==> src/hw/rtl/ct2f_pkg.sv <==
`default_nettype none
// ----------------------------------------------------------------------------
// ct2f_pkg
// Shared types, codes and constants for the Type2 charstring flattener.
// ----------------------------------------------------------------------------
package ct2f_pkg;

   localparam int MaxOperandsDefault = 48;

   // input item kinds
   localparam logic [2:0] OP_START = 3'd0;
   localparam logic [2:0] OP_INT   = 3'd1;
   localparam logic [2:0] OP_REAL  = 3'd2;
   localparam logic [2:0] OP_OPER  = 3'd3;
   localparam logic [2:0] OP_CALL  = 3'd4;
   localparam logic [2:0] OP_MASK  = 3'd5;

   // operator codes with special handling
   localparam logic [11:0] OPC_HSTEM    = 12'd1;
   localparam logic [11:0] OPC_VSTEM    = 12'd3;
   localparam logic [11:0] OPC_HSTEMHM  = 12'd18;
   localparam logic [11:0] OPC_HINTMASK = 12'd19;
   localparam logic [11:0] OPC_CNTRMASK = 12'd20;
   localparam logic [11:0] OPC_VSTEMHM  = 12'd23;
   localparam logic [3:0]  OPC_ESC_PAGE = 4'hc;

   // encoding bytes
   localparam logic [7:0] BYTE_ESCAPE    = 8'd12;
   localparam logic [7:0] BYTE_DROP      = 8'h12;
   localparam logic [7:0] BYTE_SHORTINT  = 8'd28;
   localparam logic [7:0] BYTE_REAL      = 8'hff;
   localparam logic [7:0] BYTE_SMALL_OFS = 8'd139;
   localparam logic [7:0] BYTE_POS_BASE  = 8'd247;
   localparam logic [7:0] BYTE_NEG_BASE  = 8'd251;

   // result selection
   localparam logic [2:0] SEL_ERROR    = 3'd0;
   localparam logic [2:0] SEL_DROP     = 3'd1;
   localparam logic [2:0] SEL_MASK     = 3'd2;
   localparam logic [2:0] SEL_OPERAND  = 3'd3;
   localparam logic [2:0] SEL_OPERATOR = 3'd4;

   typedef struct packed {
      logic [2:0]         op;
      logic signed [31:0] value;
      logic [11:0]        operator_code;
      logic [5:0]         arg_count;
      logic [7:0]         mask_value;
   } req_type;

   typedef struct packed {
      logic [7:0] out_byte0;
      logic [7:0] out_byte1;
      logic [7:0] out_byte2;
      logic [7:0] out_byte3;
      logic [7:0] out_byte4;
      logic [2:0] byte_count;
      logic       last;
      logic       error;
   } rsp_type;

   typedef struct packed {
      logic       clear_glyph;
      logic       push;
      logic       clear_mask;
      logic       stem_add;
      logic       latch_op;
      logic       latch_call;
      logic       start_read;
      logic       next_read;
      logic       clear_fill;
      logic       dec_mask;
      logic       open_mask;
      logic       emit;
      logic [2:0] emit_sel;
      logic       emit_last;
   } cmd_type;

   typedef struct packed {
      logic fill_zero;
      logic fill_one;
      logic fill_full;
      logic mask_pending;
      logic at_last;
      logic enc_bad;
      logic out_free;
   } stat_type;

endpackage
`default_nettype wire

==> src/hw/rtl/ct2f_ctrl.sv <==
`default_nettype none
// ----------------------------------------------------------------------------
// ct2f_ctrl
// Sequencer: decodes input items and walks operand flushes.
// ----------------------------------------------------------------------------
module ct2f_ctrl
   import ct2f_pkg::*;
(
   input  wire logic       clock,
   input  wire logic       reset,
   input  wire logic       req_valid,
   input  wire logic [2:0] req_op,
   output logic            req_stall,
   input  wire stat_type   stat,
   output cmd_type         cmd
);

   localparam logic [1:0] ST_IDLE = 2'd0;
   localparam logic [1:0] ST_LOAD = 2'd1;
   localparam logic [1:0] ST_EMIT = 2'd2;
   localparam logic [1:0] ST_OPER = 2'd3;

   logic [1:0] state_ff, state_in;
   logic       is_call_ff, is_call_in;

   assign req_stall = (state_ff != ST_IDLE) || !stat.out_free;

   always_comb begin
      cmd        = '0;
      state_in   = state_ff;
      is_call_in = is_call_ff;
      unique case (state_ff)
         ST_IDLE: begin
            if (req_valid && stat.out_free) begin
               unique case (req_op) inside
                  OP_START: cmd.clear_glyph = 1'b1;
                  OP_INT, OP_REAL: begin
                     cmd.clear_mask = 1'b1;
                     if (stat.fill_full) begin
                        cmd.emit      = 1'b1;
                        cmd.emit_sel  = SEL_ERROR;
                        cmd.emit_last = 1'b1;
                     end else begin
                        cmd.push = 1'b1;
                     end
                  end
                  OP_OPER: begin
                     cmd.clear_mask = 1'b1;
                     cmd.stem_add   = 1'b1;
                     cmd.latch_op   = 1'b1;
                     is_call_in     = 1'b0;
                     if (stat.fill_zero) begin
                        state_in = ST_OPER;
                     end else begin
                        cmd.start_read = 1'b1;
                        state_in       = ST_LOAD;
                     end
                  end
                  OP_CALL: begin
                     cmd.clear_mask = 1'b1;
                     if (stat.fill_zero) begin
                        cmd.emit      = 1'b1;
                        cmd.emit_sel  = SEL_DROP;
                        cmd.emit_last = 1'b1;
                     end else if (stat.fill_one) begin
                        cmd.clear_fill = 1'b1;
                     end else begin
                        cmd.latch_op   = 1'b1;
                        cmd.latch_call = 1'b1;
                        cmd.start_read = 1'b1;
                        is_call_in     = 1'b1;
                        state_in       = ST_LOAD;
                     end
                  end
                  OP_MASK: begin
                     cmd.emit      = 1'b1;
                     cmd.emit_last = 1'b1;
                     if (stat.mask_pending) begin
                        cmd.emit_sel = SEL_MASK;
                        cmd.dec_mask = 1'b1;
                     end else begin
                        cmd.emit_sel = SEL_ERROR;
                     end
                  end
                  default: ;
               endcase
            end
         end
         ST_LOAD: state_in = ST_EMIT;
         ST_EMIT: begin
            if (stat.out_free) begin
               cmd.emit = 1'b1;
               if (stat.enc_bad) begin
                  // out-of-range integer abandons the rest of the token
                  cmd.emit_sel   = SEL_ERROR;
                  cmd.emit_last  = 1'b1;
                  cmd.clear_fill = 1'b1;
                  state_in       = ST_IDLE;
               end else begin
                  cmd.emit_sel  = SEL_OPERAND;
                  cmd.emit_last = is_call_ff && stat.at_last;
                  if (stat.at_last) begin
                     cmd.clear_fill = 1'b1;
                     state_in       = is_call_ff ? ST_IDLE : ST_OPER;
                  end else begin
                     cmd.next_read = 1'b1;
                     state_in      = ST_LOAD;
                  end
               end
            end
         end
         ST_OPER: begin
            if (stat.out_free) begin
               cmd.emit       = 1'b1;
               cmd.emit_sel   = SEL_OPERATOR;
               cmd.emit_last  = 1'b1;
               cmd.open_mask  = 1'b1;
               cmd.clear_fill = 1'b1;
               state_in       = ST_IDLE;
            end
         end
         default: state_in = ST_IDLE;
      endcase
   end

   always_ff @(posedge clock) begin
      if (reset) begin
         state_ff   <= ST_IDLE;
         is_call_ff <= 1'b0;
      end else begin
         state_ff   <= state_in;
         is_call_ff <= is_call_in;
      end
   end

endmodule
`default_nettype wire

==> src/hw/rtl/ct2f_dpath.sv <==
`default_nettype none
// ----------------------------------------------------------------------------
// ct2f_dpath
// Operand buffer, number encoder, stem and mask counters, result register.
// ----------------------------------------------------------------------------
module ct2f_dpath
   import ct2f_pkg::*;
#(
   parameter int MAX_OPERANDS = MaxOperandsDefault
)(
   input  wire logic    clock,
   input  wire logic    reset,
   input  wire req_type req_payload,
   input  wire logic    rsp_stall,
   output logic         rsp_valid,
   output rsp_type      rsp_payload,
   input  wire cmd_type cmd,
   output stat_type     stat
);

   localparam int FILL_W = $clog2(MAX_OPERANDS + 1);
   localparam int IDX_W  = (MAX_OPERANDS > 1) ? $clog2(MAX_OPERANDS) : 1;

   logic [32:0]       store_mem [MAX_OPERANDS];
   logic [32:0]       rd_data_ff;
   logic [FILL_W-1:0] fill_ff, fill_in;
   logic [IDX_W-1:0]  rd_idx_ff, rd_idx_in;
   logic [IDX_W-1:0]  last_idx_ff;
   logic [15:0]       stem_ff, stem_in;
   logic [13:0]       mask_left_ff, mask_left_in;
   logic [11:0]       code_ff;
   logic              rsp_valid_ff, rsp_valid_in;
   rsp_type           rsp_ff, rsp_in;

   logic              stem_code;
   logic [16:0]       stem_round;

   // encoder signals
   logic [31:0] ev;
   logic        e_real, e_small, e_pos2, e_neg2, e_short;
   logic [15:0] pos_u, neg_u;
   logic [7:0]  eb [5];
   logic [2:0]  en;

   // ---- operand store ----
   always_ff @(posedge clock) begin
      if (cmd.push) begin
         store_mem[fill_ff[IDX_W-1:0]] <= {(req_payload.op == OP_REAL),
                                           req_payload.value};
      end
      rd_data_ff <= store_mem[rd_idx_ff];
   end

   // ---- counters ----
   always_comb begin
      stem_code = (req_payload.operator_code == OPC_HSTEM) ||
                  (req_payload.operator_code == OPC_VSTEM) ||
                  (req_payload.operator_code == OPC_HSTEMHM) ||
                  (req_payload.operator_code == OPC_HINTMASK) ||
                  (req_payload.operator_code == OPC_VSTEMHM);
      stem_round = {1'b0, stem_ff} + 17'd7;

      fill_in = fill_ff;
      if (cmd.clear_glyph || cmd.clear_fill) begin
         fill_in = '0;
      end else if (cmd.push) begin
         fill_in = fill_ff + FILL_W'(1);
      end

      stem_in = stem_ff;
      if (cmd.clear_glyph) begin
         stem_in = '0;
      end else if (cmd.stem_add && stem_code) begin
         stem_in = stem_ff + {11'd0, req_payload.arg_count[5:1]};
      end

      mask_left_in = mask_left_ff;
      if (cmd.clear_glyph || cmd.clear_mask) begin
         mask_left_in = '0;
      end else if (cmd.dec_mask) begin
         mask_left_in = mask_left_ff - 14'd1;
      end else if (cmd.open_mask &&
                   (code_ff == OPC_HINTMASK || code_ff == OPC_CNTRMASK)) begin
         mask_left_in = stem_round[16:3];
      end

      rd_idx_in = rd_idx_ff;
      if (cmd.start_read) begin
         rd_idx_in = '0;
      end else if (cmd.next_read) begin
         rd_idx_in = rd_idx_ff + IDX_W'(1);
      end
   end

   always_ff @(posedge clock) begin
      if (reset) begin
         fill_ff      <= '0;
         stem_ff      <= '0;
         mask_left_ff <= '0;
         rd_idx_ff    <= '0;
      end else begin
         fill_ff      <= fill_in;
         stem_ff      <= stem_in;
         mask_left_ff <= mask_left_in;
         rd_idx_ff    <= rd_idx_in;
      end
   end

   always_ff @(posedge clock) begin
      if (cmd.latch_op) begin
         code_ff     <= req_payload.operator_code;
         // a call drops its index operand, the last one buffered
         last_idx_ff <= cmd.latch_call ? IDX_W'(fill_ff - FILL_W'(2))
                                       : IDX_W'(fill_ff - FILL_W'(1));
      end
   end

   // ---- number encoder ----
   always_comb begin
      ev      = rd_data_ff[31:0];
      e_real  = rd_data_ff[32];
      e_small = ($signed(ev) >= -32'sd107) && ($signed(ev) <= 32'sd107);
      e_pos2  = ($signed(ev) >= 32'sd108) && ($signed(ev) <= 32'sd1131);
      e_neg2  = ($signed(ev) >= -32'sd1131) && ($signed(ev) <= -32'sd108);
      e_short = ($signed(ev) >= -32'sd32768) && ($signed(ev) <= 32'sd32767);
      pos_u   = ev[15:0] - 16'd108;
      neg_u   = (~ev[15:0]) + 16'd1 - 16'd108;
      for (int i = 0; i < 5; i++) begin
         eb[i] = 8'd0;
      end
      en = 3'd0;
      if (e_real) begin
         eb[0] = BYTE_REAL;
         eb[1] = ev[31:24];
         eb[2] = ev[23:16];
         eb[3] = ev[15:8];
         eb[4] = ev[7:0];
         en    = 3'd5;
      end else if (e_small) begin
         eb[0] = ev[7:0] + BYTE_SMALL_OFS;
         en    = 3'd1;
      end else if (e_pos2) begin
         eb[0] = BYTE_POS_BASE + {6'd0, pos_u[9:8]};
         eb[1] = pos_u[7:0];
         en    = 3'd2;
      end else if (e_neg2) begin
         eb[0] = BYTE_NEG_BASE + {6'd0, neg_u[9:8]};
         eb[1] = neg_u[7:0];
         en    = 3'd2;
      end else if (e_short) begin
         eb[0] = BYTE_SHORTINT;
         eb[1] = ev[15:8];
         eb[2] = ev[7:0];
         en    = 3'd3;
      end
   end

   // ---- result register ----
   always_comb begin
      rsp_in       = '0;
      rsp_valid_in = rsp_valid_ff && rsp_stall;
      if (cmd.emit) begin
         rsp_valid_in = 1'b1;
         rsp_in.last  = cmd.emit_last;
         case (cmd.emit_sel)
            SEL_ERROR: rsp_in.error = 1'b1;
            SEL_DROP: begin
               rsp_in.out_byte0  = BYTE_ESCAPE;
               rsp_in.out_byte1  = BYTE_DROP;
               rsp_in.byte_count = 3'd2;
            end
            SEL_MASK: begin
               rsp_in.out_byte0  = req_payload.mask_value;
               rsp_in.byte_count = 3'd1;
            end
            SEL_OPERAND: begin
               rsp_in.out_byte0  = eb[0];
               rsp_in.out_byte1  = eb[1];
               rsp_in.out_byte2  = eb[2];
               rsp_in.out_byte3  = eb[3];
               rsp_in.out_byte4  = eb[4];
               rsp_in.byte_count = en;
            end
            SEL_OPERATOR: begin
               if (code_ff[11:8] == OPC_ESC_PAGE) begin
                  rsp_in.out_byte0  = BYTE_ESCAPE;
                  rsp_in.out_byte1  = code_ff[7:0];
                  rsp_in.byte_count = 3'd2;
               end else begin
                  rsp_in.out_byte0  = code_ff[7:0];
                  rsp_in.byte_count = 3'd1;
               end
            end
            default: rsp_in.error = 1'b1;
         endcase
      end
   end

   always_ff @(posedge clock) begin
      if (reset) begin
         rsp_valid_ff <= 1'b0;
      end else begin
         rsp_valid_ff <= rsp_valid_in;
      end
   end

   always_ff @(posedge clock) begin
      if (cmd.emit) begin
         rsp_ff <= rsp_in;
      end
   end

   assign rsp_valid   = rsp_valid_ff;
   assign rsp_payload = rsp_ff;

   always_comb begin
      stat.fill_zero    = (fill_ff == '0);
      stat.fill_one     = (fill_ff == FILL_W'(1));
      stat.fill_full    = (fill_ff == FILL_W'(MAX_OPERANDS));
      stat.mask_pending = (mask_left_ff != '0);
      stat.at_last      = (rd_idx_ff == last_idx_ff);
      stat.enc_bad      = (en == 3'd0);
      stat.out_free     = !rsp_valid_ff || !rsp_stall;
   end

endmodule
`default_nettype wire

==> src/hw/rtl/charstring_type2_flattener.sv <==
`default_nettype none
// ----------------------------------------------------------------------------
// charstring_type2_flattener
// Re-emits an interpreted Type2 charstring as bytes with subroutine calls
// removed.
//
// Input items arrive on req_valid / req_stall / req_payload, one result per
// emitted token leaves on rsp_valid / rsp_stall / rsp_payload; the final
// result caused by an item carries last. Items that produce no result are
// the start glyph, buffered operands and a call with one operand. Results
// come from a single output register: a result that needs no flush appears
// the cycle after its transfer, the first flushed operand after its buffer
// read (ST_LOAD) and encoding (ST_EMIT). An operator flushes its buffered
// operands, then emits its code; a call flushes all operands but its last.
// Each flushed operand gets a registered buffer read, then its encoding.
// While the block works through a flush it stalls the input; when rsp_stall
// is high the result register holds and the sequencer waits on it.
// Reset empties the operand buffer, the stem total and the mask window and
// drops any result in the output register; no clearing pass is needed.
// ----------------------------------------------------------------------------
module charstring_type2_flattener
   import ct2f_pkg::*;
#(
   parameter int MAX_OPERANDS = MaxOperandsDefault
)(
   input  wire logic    clock,
   input  wire logic    reset,
   input  wire logic    req_valid,
   output logic         req_stall,
   input  wire req_type req_payload,
   output logic         rsp_valid,
   input  wire logic    rsp_stall,
   output rsp_type      rsp_payload
);

   cmd_type  cmd;
   stat_type stat;

   ct2f_ctrl u_ctrl (
      .clock     (clock),
      .reset     (reset),
      .req_valid (req_valid),
      .req_op    (req_payload.op),
      .req_stall (req_stall),
      .stat      (stat),
      .cmd       (cmd)
   );

   ct2f_dpath #(
      .MAX_OPERANDS (MAX_OPERANDS)
   ) u_dpath (
      .clock       (clock),
      .reset       (reset),
      .req_payload (req_payload),
      .rsp_stall   (rsp_stall),
      .rsp_valid   (rsp_valid),
      .rsp_payload (rsp_payload),
      .cmd         (cmd),
      .stat        (stat)
   );

endmodule
`default_nettype wire
==> config.mk <==
export PLATFORM = sky130hd
export DESIGN_NAME = charstring_type2_flattener
export DESIGN_NICKNAME = d
export VERILOG_FILES = /design/src/hw/rtl/ct2f_pkg.sv /design/src/hw/rtl/ct2f_ctrl.sv /design/src/hw/rtl/ct2f_dpath.sv /design/src/hw/rtl/charstring_type2_flattener.sv
export SDC_FILE = /design/constraint.sdc
export NUM_CORES = 2
export LEC_CHECK = 0
export BUFFER_PORTS_ARGS = -buffer_cell sky130_fd_sc_hd__buf_2
export CAP_MARGIN = 30
export CELL_PAD_IN_SITES_DETAIL_PLACEMENT = 0
export CELL_PAD_IN_SITES_GLOBAL_PLACEMENT = 2
export CORE_MARGIN = 1
export CORE_UTILIZATION = 35
export CTS_CLUSTER_DIAMETER = 100
export DETAILED_ROUTE_END_ITERATION = 10
export GPL_ROUTABILITY_DRIVEN = 0
export PLACE_DENSITY_LB_ADDON = 0.1
export REMOVE_ABC_BUFFERS = 1
export SLEW_MARGIN = 25
export SYNTH_ARGS = -nofsm -noshare
export SYNTH_HDL_FRONTEND = slang
export SYNTH_SLANG_ARGS = --single-unit
export TNS_END_PERCENT = 10
==> constraint.sdc <==
create_clock -name clock -period 12.2 [get_ports clock]
set_clock_uncertainty 0.2 [all_clocks]
set_input_delay 0.61 -clock clock [delete_from_list [all_inputs] [get_ports clock]]
set_output_delay 0.61 -clock clock [all_outputs]
set_load 0.01 [all_outputs]
==> results.json <==
{
  "status": "complete, but fails checks",
  "violations": "antenna rules",
  "max_freq_mhz": 212,
  "wl_met3_mm": 9.23,
  "wl_met2_mm": 90.7,
  "p_clk_frac": 0.442,
  "leakage_nw": 23.4,
  "yosysTopAreaCell": "edfxtp_1",
  "power_mw": 12.4,
  "grt-ovfl-total": 0,
  "syn_area_sq_um": 67500,
  "fin_crit_ps": 4730,
  "grt_max_degree": 121,
  "synth_top_area_frac": 0.733,
  "hold_class": "in -> reg",
  "ys_seq_area_frac": 0.757,
  "track_usage": 0.187,
  "die-area_sq_um": 195000,
  "die_w_microns": 441,
  "synth_edf_count": 1647,
  "yosysMostFrequentCell": "edfxtp_1",
  "rsz0062_at_grt": "no",
  "clk_path_buf_depth": 3,
  "hold_viol": 0,
  "clkTransAtPathRegs_ps": 60,
  "power_density_nw_per_um2": 159,
  "ys_ff_latch": 1726,
  "io_buffers": 110,
  "drc": 0,
  "drtAntennaViolNets": 1,
  "syn_avg_cell_area_sq_um": 21.6,
  "finalCritPeriodShare": 0.388,
  "n_fill_cell": 16697,
  "end_kind": "flop",
  "insertion_delay_ps": 830,
  "crit_fanout": 36,
  "cp.required_ps": 12590,
  "seqCellArea_sq_um": 51100,
  "core_sq_um": 191000,
  "peakVddDrop_uv": 147,
  "slew_viol_final": 0,
  "synthCells": 3119,
  "cts_buffers": 188,
  "detail_route.first_pass.iterations": 5,
  "dr.first_iter.drc_count": 2946,
  "synthDistinctLibCells": 80,
  "synth_flop_cell": "edfxtp_1",
  "placed_cell_area_sq_um": 71500,
  "max_slew_margin": 0.322,
  "multi_input_area_sq_um": 16000,
  "wire_per_inst_microns": 30.0,
  "num_io_pins": 112,
  "clock-sinks": 1726,
  "cp.arrival_ps": 5120,
  "synth-warning-count": 0,
  "synth_common_cells": "edfxtp_1 (1647), mux4_2 (495), nor2_1 (127)",
  "antenna_found_initial": 16,
  "layout-drive-gt1-share": 0.292,
  "die_y_microns": 441,
  "area_delta_synth_final_pct": 15.3,
  "fp-row-count": 160,
  "viasPerCell": 5.36,
  "max_slew.worst_pin.slew_ps": 1020,
  "start_util": 0.354,
  "num_vias": 32323,
  "dpl.hpwl_mm": 95.0,
  "cp-start-kind": "flop",
  "power_frac_seq": 0.529,
  "hold_buffers": 24,
  "post_cts_resized": 0,
  "synth.area.top_cells": "edfxtp_1 (73%), mux4_2 (17%), dfxtp_1 (2.3%), nor2_1 (0.71%), mux2i_1 (0.53%)",
  "drt-total-wl_mm": 181,
  "internal_power_mw": 9.79,
  "grt_pass1_vias": 34037,
  "final_area_sq_um": 77800,
  "path_class": "reg -> reg",
  "postCtsSetupRepairBufs": 0,
  "worst-r2r-setup-slack_ps": 7470,
  "switchingPower_mw": 2.60,
  "nNetsFinal": 3453,
  "root_buffer": "clkbuf_16",
  "grt_pass1_wl_mm": 253,
  "critical-path-max-stage-delay_ps": 780,
  "synthArstFlopShare": 0,
  "swShare": 0.210,
  "routed.top_layer": "met4",
  "htree_levels": 4,
  "cts_tree": "yes",
  "drt-met1-wl_mm": 77.2,
  "share_comb_of_total_power": 0.030,
  "max-cap-violations": 0,
  "setup_viol": 0,
  "crit_chain": "buf_4 > buf_4 > buf_12 > mux4_2 > mux4_2 > mux2i_1 > o21ai_0",
  "crit_slowest_cell": "dfxtp_4"
}
==> worst paths after layout <==
kind | to | cells past startpoint | startpoint
setup / recovery | u_dpath.rd_data_ff[7]$_DFF_P_ | 7 | u_dpath.rd_idx_ff[0]$_SDFFE_PP0P_
hold reg to reg | u_ctrl.is_call_ff$_SDFFE_PP0P_ | 2 | u_ctrl.is_call_ff$_SDFFE_PP0P_
hold / removal | u_dpath.store_mem[34][13]$_DFFE_PP_ | 1 | req_payload[39]
setup reg to reg | u_dpath.rd_data_ff[7]$_DFF_P_ | 7 | u_dpath.rd_idx_ff[0]$_SDFFE_PP0P_
==> power by group through the flow <==
stage / combinational, mW / clock (mW) / sequential, mW
6_report: 0.368 / 5.47 / 6.55
5_1_grt: 0.401 / 5.83 / 6.55
4_1_cts: 0.369 / 5.62 / 6.55
3_5_place_dp: 0.362 / 0 / 6.68
3_3_place_gp: 0.352 / 0 / 6.67
2_1_floorplan: 0.240 / 0 / 6.69
==> worst max-delay path, delay by kind of cell, from the launching register on <==
kind	cells	cell delay (ps)
compound gates	1	280
flops	1	780
mux	3	1600
buf+inv	3	1500
==> registers in the layout, indices dropped and copies added (netlist names) <==
| register | cells |
|---|---|
| u_dpath.store_mem | 1584 |
| u_dpath.rsp_payload | 45 |
| u_dpath.rd_data_ff | 33 |
| u_dpath.stem_ff | 16 |
| u_dpath.mask_left_ff | 14 |
| u_dpath.code_ff | 12 |
| u_dpath.fill_ff | 6 |
| u_dpath.last_idx_ff | 6 |
| u_dpath.rd_idx_ff | 6 |
| u_ctrl.state_ff | 2 |
| u_ctrl.is_call_ff | 1 |
| u_dpath.rsp_valid | 1 |
==> stage by stage <==
| step | setup slack, ps | utilization | cells | hold WS (ps) | setup TNS [ps] |
|---|---|---|---|---|---|
| global placement | 7240 | 0.375 | 5649 | 266 | 0 |
| CTS | 7200 | 0.407 | 6013 | 85.7 | 0 |
| detailed placement | 7220 | 0.375 | 5650 | 280 | 0 |
| global route | 7180 | 0.408 | 6021 | 41.1 | 0 |
| floorplan | -5770 | - | 2956 | 246 | -264880 |
| finish | 7470 | 0.408 | 6030 | 66.3 | 0 |
==> placed cells by master (no fill, tap or decap), types with 9 or more instances in the layout <==
cell type      Yosys  routed
edfxtp_1        1647    1647
xnor2_1           32      32
bufinv_16          0      13
buf_2             45     110
ha_1              28      28
nand4_1           16      16
or3_1              9       9
o21ai_0           64      64
nor2_4             0      47
nand2b_1          10      10
diode_2            0      11
clkbuf_1          94      34
a21oi_1           36      36
mux2i_1           36      36
xor2_1            23      23
dlygate4sd3_1      0      24
inv_1             27      26
buf_4              0      68
mux4_2           495     495
nor2_1           127      80
nor3_1            16      16
nor4_1            19      19
clkinv_2           0      31
nand3_1           25      25
clkbuf_16          0     189
clkinv_1           0      50
nor2b_1            9       9
nand2_1           90      89
a22o_1            10      10
dfxtp_1           79      73
and3_1            26      26
==> routing by layer <==
layer,vias up,GRT usage
met5,-,0
met4,0,0.0492
met3,265,0.0348
met2,863,0.317
met1,17543,0.246
li1,13652,-
==> kinds of logic after synthesis <==
family | Yosys count | share of synthesized area
flip-flops | 1726 | 0.757
multiplexers | 531 | 0.171
AND/OR/NAND/NOR | 388 | 0.0283
AO/OA/AOI/OAI | 200 | 0.0203
buffers and inverters | 190 | 0.0116
XOR/XNOR | 55 | 0.00714
adder cells (fa/ha/maj) | 29 | 0.00549
==> final cells by class <==
cell class                      count  share of cell area
Antenna cell                       11            0.000354
Clock buffer                      226              0.0630
Clock inverter                    113              0.0135
Inverter                           27             0.00130
Multi-Input combinational cell   1203               0.206
Sequential cell                  1726               0.656
Tap cell                         2511              0.0404
Timing Repair Buffer              213              0.0195
Power figures use the tool's default switching activity.
